--- config.mk ---
export PLATFORM = sky130hd
export DESIGN_NAME = wdn_div_cell
export DESIGN_NICKNAME = d
export VERILOG_FILES = /design/src/wdn_pkg.sv /design/src/wdn_div_cell.sv
export SDC_FILE = /design/constraint.sdc
export NUM_CORES = 1
export LEC_CHECK = 0
export BUFFER_PORTS_ARGS = -buffer_cell sky130_fd_sc_hd__buf_2
export CELL_PAD_IN_SITES_DETAIL_PLACEMENT = 1
export CELL_PAD_IN_SITES_GLOBAL_PLACEMENT = 2
export CORE_MARGIN = 3
export CORE_UTILIZATION = 31
export DETAILED_ROUTE_END_ITERATION = 7
export GPL_TIMING_DRIVEN = 0
export PLACE_DENSITY = 0.9
export SETUP_SLACK_MARGIN = 0.5
export SYNTH_ARGS = -nofsm -noshare
export SYNTH_HDL_FRONTEND = slang
export SYNTH_SLANG_ARGS = --single-unit
--- constraint.sdc ---
create_clock -name clk_i -period 1.2 [get_ports clk_i]
set_clock_uncertainty 0.2 [all_clocks]
set_input_delay 0.12 -clock clk_i [delete_from_list [all_inputs] [get_ports clk_i]]
set_output_delay 0.12 -clock clk_i [all_outputs]
set_load 0.05 [all_outputs]
--- src/wdn_pkg.sv ---
// Shared constants and the divider chain beat type for the denoise filter.
// No dependencies.
package wdn_pkg;

  localparam int MAX_WIDTH  = 1024;
  localparam int MAX_HEIGHT = 1024;

  localparam int DIM_W  = 11;                 // frame_width / frame_height fields
  localparam int STR_W  = 9;                  // strength_q8 field
  localparam int CH_W   = 8;
  localparam int PIX_W  = 4 * CH_W;
  localparam int NCH    = 3;                  // filtered channels
  localparam int QUO_W  = 8;
  localparam int ACC_W  = 20;                 // 9 * 255 * 256 fits
  localparam int WS_W   = 12;                 // 9 * 256 fits

  localparam int RING   = 2 * MAX_WIDTH + 3;
  localparam int RING_W = $clog2(RING);
  localparam int CNT_W  = $clog2(MAX_WIDTH * MAX_HEIGHT) + 1;
  localparam int COL_W  = $clog2(MAX_WIDTH);
  localparam int ROW_W  = $clog2(MAX_HEIGHT + 1);
  localparam int K_W    = $clog2(CNT_W);

  localparam logic [STR_W-1:0] W_CENTER = STR_W'(256);

  localparam logic [1:0] CFG_WIDTH    = 2'd0;
  localparam logic [1:0] CFG_HEIGHT   = 2'd1;
  localparam logic [1:0] CFG_STRENGTH = 2'd2;

  typedef struct packed {
    logic                            valid;
    logic [NCH-1:0][ACC_W-1:0]       rem;
    logic [NCH-1:0][QUO_W-1:0]       quo;
    logic [ACC_W-1:0]                dvs;
    logic [CH_W-1:0]                 alpha;
    logic                            fend;
  } div_t;

endpackage

--- src/wdn_div_cell.sv ---
// One restoring division step for three channels, registered.
// Depends on wdn_pkg.
module wdn_div_cell (
  input  logic         clk_i,
  input  logic         rst_ni,
  input  wdn_pkg::div_t d_i,
  output wdn_pkg::div_t d_o
);
  import wdn_pkg::*;

  div_t d_d, pay_q;
  logic valid_q;

  always_comb begin
    d_d = d_i;
    for (int c = 0; c < NCH; c++) begin
      if (d_i.rem[c] >= d_i.dvs) begin
        d_d.rem[c] = d_i.rem[c] - d_i.dvs;
        d_d.quo[c] = {d_i.quo[c][QUO_W-2:0], 1'b1};
      end else begin
        d_d.quo[c] = {d_i.quo[c][QUO_W-2:0], 1'b0};
      end
    end
    // divisor halves on its way to the next cell
    d_d.dvs = d_i.dvs >> 1;
  end

  always_ff @(posedge clk_i or negedge rst_ni) begin
    if (!rst_ni) begin
      valid_q <= 1'b0;
    end else begin
      valid_q <= d_i.valid;
    end
  end

  always_ff @(posedge clk_i) begin
    pay_q <= d_d;
  end

  always_comb begin
    d_o       = pay_q;
    d_o.valid = valid_q;
  end

endmodule

# Yosys cells after proc, flatten, opt, wreduce, memory -nomap -nowiden
# Cells that the tools add are included.
# word_totals
in_bits	116
register_bits	113
output_inout_bits	114
word_cells	22
# classes
add_sub_neg	3
mux	6
n_lt_le_gt_ge	3
# ops
cell	n
$ge 20x20->1	3
$mux 20	3
$sub 20x20->20	3
$mux 1	3

# Longest topological paths before layout
# logic_depth
word_depth	2
ltp_mapped	14

# Worst setup path before layout
# Ideal clock, no wire load.
# synth_timing
kind	input port to flip-flop
from	in d_i[73] (netlist bit)
to	reg pay_q, in the netlist d_o[82]
required_time_ns	0.877
path_stages	11
slack_ns	-1.367
t_arrival_ns	2.244
n_path_buf	0
path_cell_list	inv_1 > ha_1 > fa_1 > nor2b_1 > o31ai_4 > a211oi_2 > o41ai_4 > o21ai_2 > o21ai_4 > inv_2 > mux2_1
# synth_lines
item	line_no	source
start, declared	wdn_div_cell.sv:6	input wdn_pkg::div_t d_i,
end signal, assigned	wdn_div_cell.sv:37	pay_q <= d_d;
end, declared	wdn_div_cell.sv:11	div_t d_d, pay_q;

==> parameters.txt <==
Parameter                              Value

Timing
  RSZ-0062 raised after global routing ... yes
  Total count of max-transition violations in the final report ... 0
  Smallest setup slack after layout ... -1.075 ns
  Slew headroom ... 63.15%
  Upper clock frequency limit ... 0.4397 GHz
  Final Hold Vio Count ... 64
  Final number of setup-violating endpoints ... 176
  Min Tclk post-route ... 2.275 ns
  Period utilization ... 189.5%
  Final hold slack ... -0.3447 ns
  Transition time of the tightest slew-check pin ... 0.5469 ns

Job
  MaxCap Viol Count ... 0

Placement
  Post-DP HPWL ... 17520 um
  RePlAce Congestion ... 0.8167
  Total of buffers placed on input and output ports ... 225

Finish
  Share of final-layout standard cells stronger than drive strength 1 ... 62.65%
  Total Nets Final ... 1221
  Area grow syn2layout ... 103.4%
  Post-route core utilization ... 65.49%

Synthesis
  Mapped cell area ... 6142 um^2
  Post-synth ARST share ... 0.8850%
  Number of synthesis warnings ... 0
  Top cells by count, synth ... 112 x dfxtp_1, 60 x ha_1, 55 x a21oi_1
  Post-Syn Area per Cell ... 9.209 um^2
  Most instantiated library cell after synthesis ... dfxtp_1
  Net count of the mapped netlist ... 846
  Portion of the post-synthesis area used by sequential elements ... 36.91%
  EDFF count, synth ... 0
  Instance count of the mapped netlist ... 667
  Cell accounting for the most synthesized area ... dfxtp_1
  Biggest area contributors in the synthesized netlist ... dfxtp_1 37%, ha_1 12%, a21oi_1 4.5%
  Most used flip-flop cell after synthesis ... dfxtp_1
  Unique masters post-synth ... 68
  Fraction of synthesized cell area taken by the top area cell type ... 36.50%
  Number of synthesized register bits ... 113

Worst setup path
  Element type at the critical path start ... input port
  Arrival time reported for the critical path endpoint ... 2.38 ns
  Crit path max fanout ... 9
  Critical Path RT ... 1.31 ns
  Critical Path Sink Type ... flip-flop
  CP Class ... input port to flip-flop

Routing
  DRT Wirelength ... 32620 um
  Count of unresolved DRC violations after routing ... 0
  Vias ... 6931
  Via-per-instance ratio ... 5.267
  Antenna Nets Post-Route ... 0
  Average wire per standard cell ... 24.79 um
  Detailed-routing iteration count for the pre-antenna-repair pass ... 5
  Violation count after the first detailed-routing iteration ... 352

Power and ir drop
  P per Cell Area ... 1448 nW/um^2
  Total leakage power ... 5.394 nW
  Worst ir drop on vdd ... 0.0009347 V

CTS
  CTS hold repair buffers ... 50
  H-tree level count ... 4
  Max clock buf depth ... 2
  Total number of clock tree sinks ... 113
  Worst-path clk slew ... 0.06 ns
  TritonCTS clock tree ... built
  Clock root buffer ... clkbuf_16
  Total CTS buffers ... 17

Floorplan
  Die Ht ... 146.8 um
  Number of top-level pins ... 230
  Core region area ... 19080 um^2
  DIE WIDTH ... 146.8 um
  Starting density of the core ... 32.19%
  Overall die area ... 21540 um^2
  Floorplan row count ... 50

Global routing
  Most heavily used metal layer in global routing ... met2
  Overall overflow remaining after global route ... 0
  Via count of the first global-routing pass ... 7456
  Global-route wire length before repair ... 44060 um
  Global Route met3 Usage ... 7.403%
  Pin count of the biggest net entering global routing ... 17
  GRT met2 Usage ... 50.06%
  GRT Total Usage ... 26.37%
  Global routing met1 resource utilization ... 28.40%
  Antenna violations before repair ... 4

Min path
  Class of the worst hold path ... input port to flip-flop
  Cell count of the worst hold path ... 1

Outcome
  Run status ... finished with violations
  Failing checks ... hold timing, setup timing
==> state kept, by name, indices dropped and copies added, names as in the netlist <==
name and flops:
valid_q 1, d_o 112
==> layer usage <==
layer	share of wire, %	routed length, um
met5	0.098	32
met4	3.1	1010
met3	6.3	2069
met2	54	17480
met1	37	12030
==> area by class of cell <==
class | instances | area, um^2
Fill cell | 1908 | 6585
Multi-Input combinational cell | 492 | 4738
Timing Repair Buffer | 356 | 3684
Sequential cell | 113 | 2680
Clock buffer | 19 | 432.9
Tap cell | 260 | 325.3
Inverter | 45 | 247.7
Buffer | 17 | 221.5
Clock inverter | 13 | 163.9
Antenna cell | 1 | 2.502
==> placed cells by master, fill, tap and decap left out, drive strengths merged, types with 10 or more instances in the layout <==
master | netlist | routed
buf | 9 | 316
dfxtp | 112 | 112
ha | 60 | 60
a21oi | 56 | 56
nand2 | 52 | 52
dlygate4sd3 | 0 | 48
o21ai | 47 | 47
nor2 | 43 | 43
inv | 45 | 40
xnor2 | 28 | 28
a21o | 26 | 26
clkbuf | 8 | 26
mux2 | 24 | 24
nor3 | 14 | 14
a31oi | 14 | 14
xor2 | 11 | 11
nand3 | 10 | 10
==> worst paths after layout <==
| kind | end | from |
|---|---|---|
| setup / recovery | d_o[112] | d_i[25] |
| hold / removal | d_o[9] | d_i[10] |
| max in group asynchronous | valid_q | rst_ni |
| min in group asynchronous | valid_q | rst_ni |
==> metrics by stage <==
stage | setup slack, ns | instance area [um^2] | cells | power (mW) | TNS (ns)
2_1_floorplan | -1.234 | 6948 | 667 | 8.397 | -66.30
3_3_place_gp | -1.921 | 8399 | 1152 | 9.591 | -99.12
3_5_place_dp | -1.921 | 8399 | 1152 | 9.661 | -100.37
4_1_cts | -0.9800 | 11700 | 1287 | 17.03 | -62.18
5_1_grt | -1.104 | 12500 | 1316 | 18.71 | -69.22
6_report | -1.075 | 12500 | 1316 | 18.10 | -63.99
==> repair_timing <==
action,CTS,global route
setup endpoints to repair,176,178
gates cloned,7,1
gates resized for setup,490,147
setup buffers,46,27
pin swaps,37,57
endpoints found under the hold margin,111,64
==> cell families (layout without fill, tap and decap cells) <==
| logic type | Yosys count | after routing | share of synthesized area (%) |
|---|---|---|---|
| compound gates | 195 | 195 | 21.37 |
| simple gates | 165 | 165 | 12.71 |
| other cells | 1 | 2 | 0.06105 |
| buf+inv | 62 | 450 | 4.359 |
| mux | 29 | 29 | 5.826 |
| fa+ha+maj | 63 | 63 | 13.20 |
| xor+xnor | 39 | 39 | 5.561 |
| flops | 113 | 113 | 36.91 |
==> power breakdown <==
| group | switching, mW | total (mW) | internal [mW] |
|---|---|---|---|
| Clock | 2.05 | 5.31 | 3.26 |
| Sequential | 0.363 | 4.69 | 4.32 |
| Combinational | 4.42 | 8.10 | 3.68 |
| Total | 6.83 | 18.1 | 11.3 |
==> worst max-delay path, stage by stage <==
cell	delay, ns
buf_2	0.11
inv_2	0.12
ha_2	0.29
clkbuf_1	0.25
a21o_1	0.25
a21oi_1	0.23
or3b_4	0.43
o221ai_4	0.21
xnor2_2	0.10
mux2_4	0.27
Power figures use the tool's default switching activity.
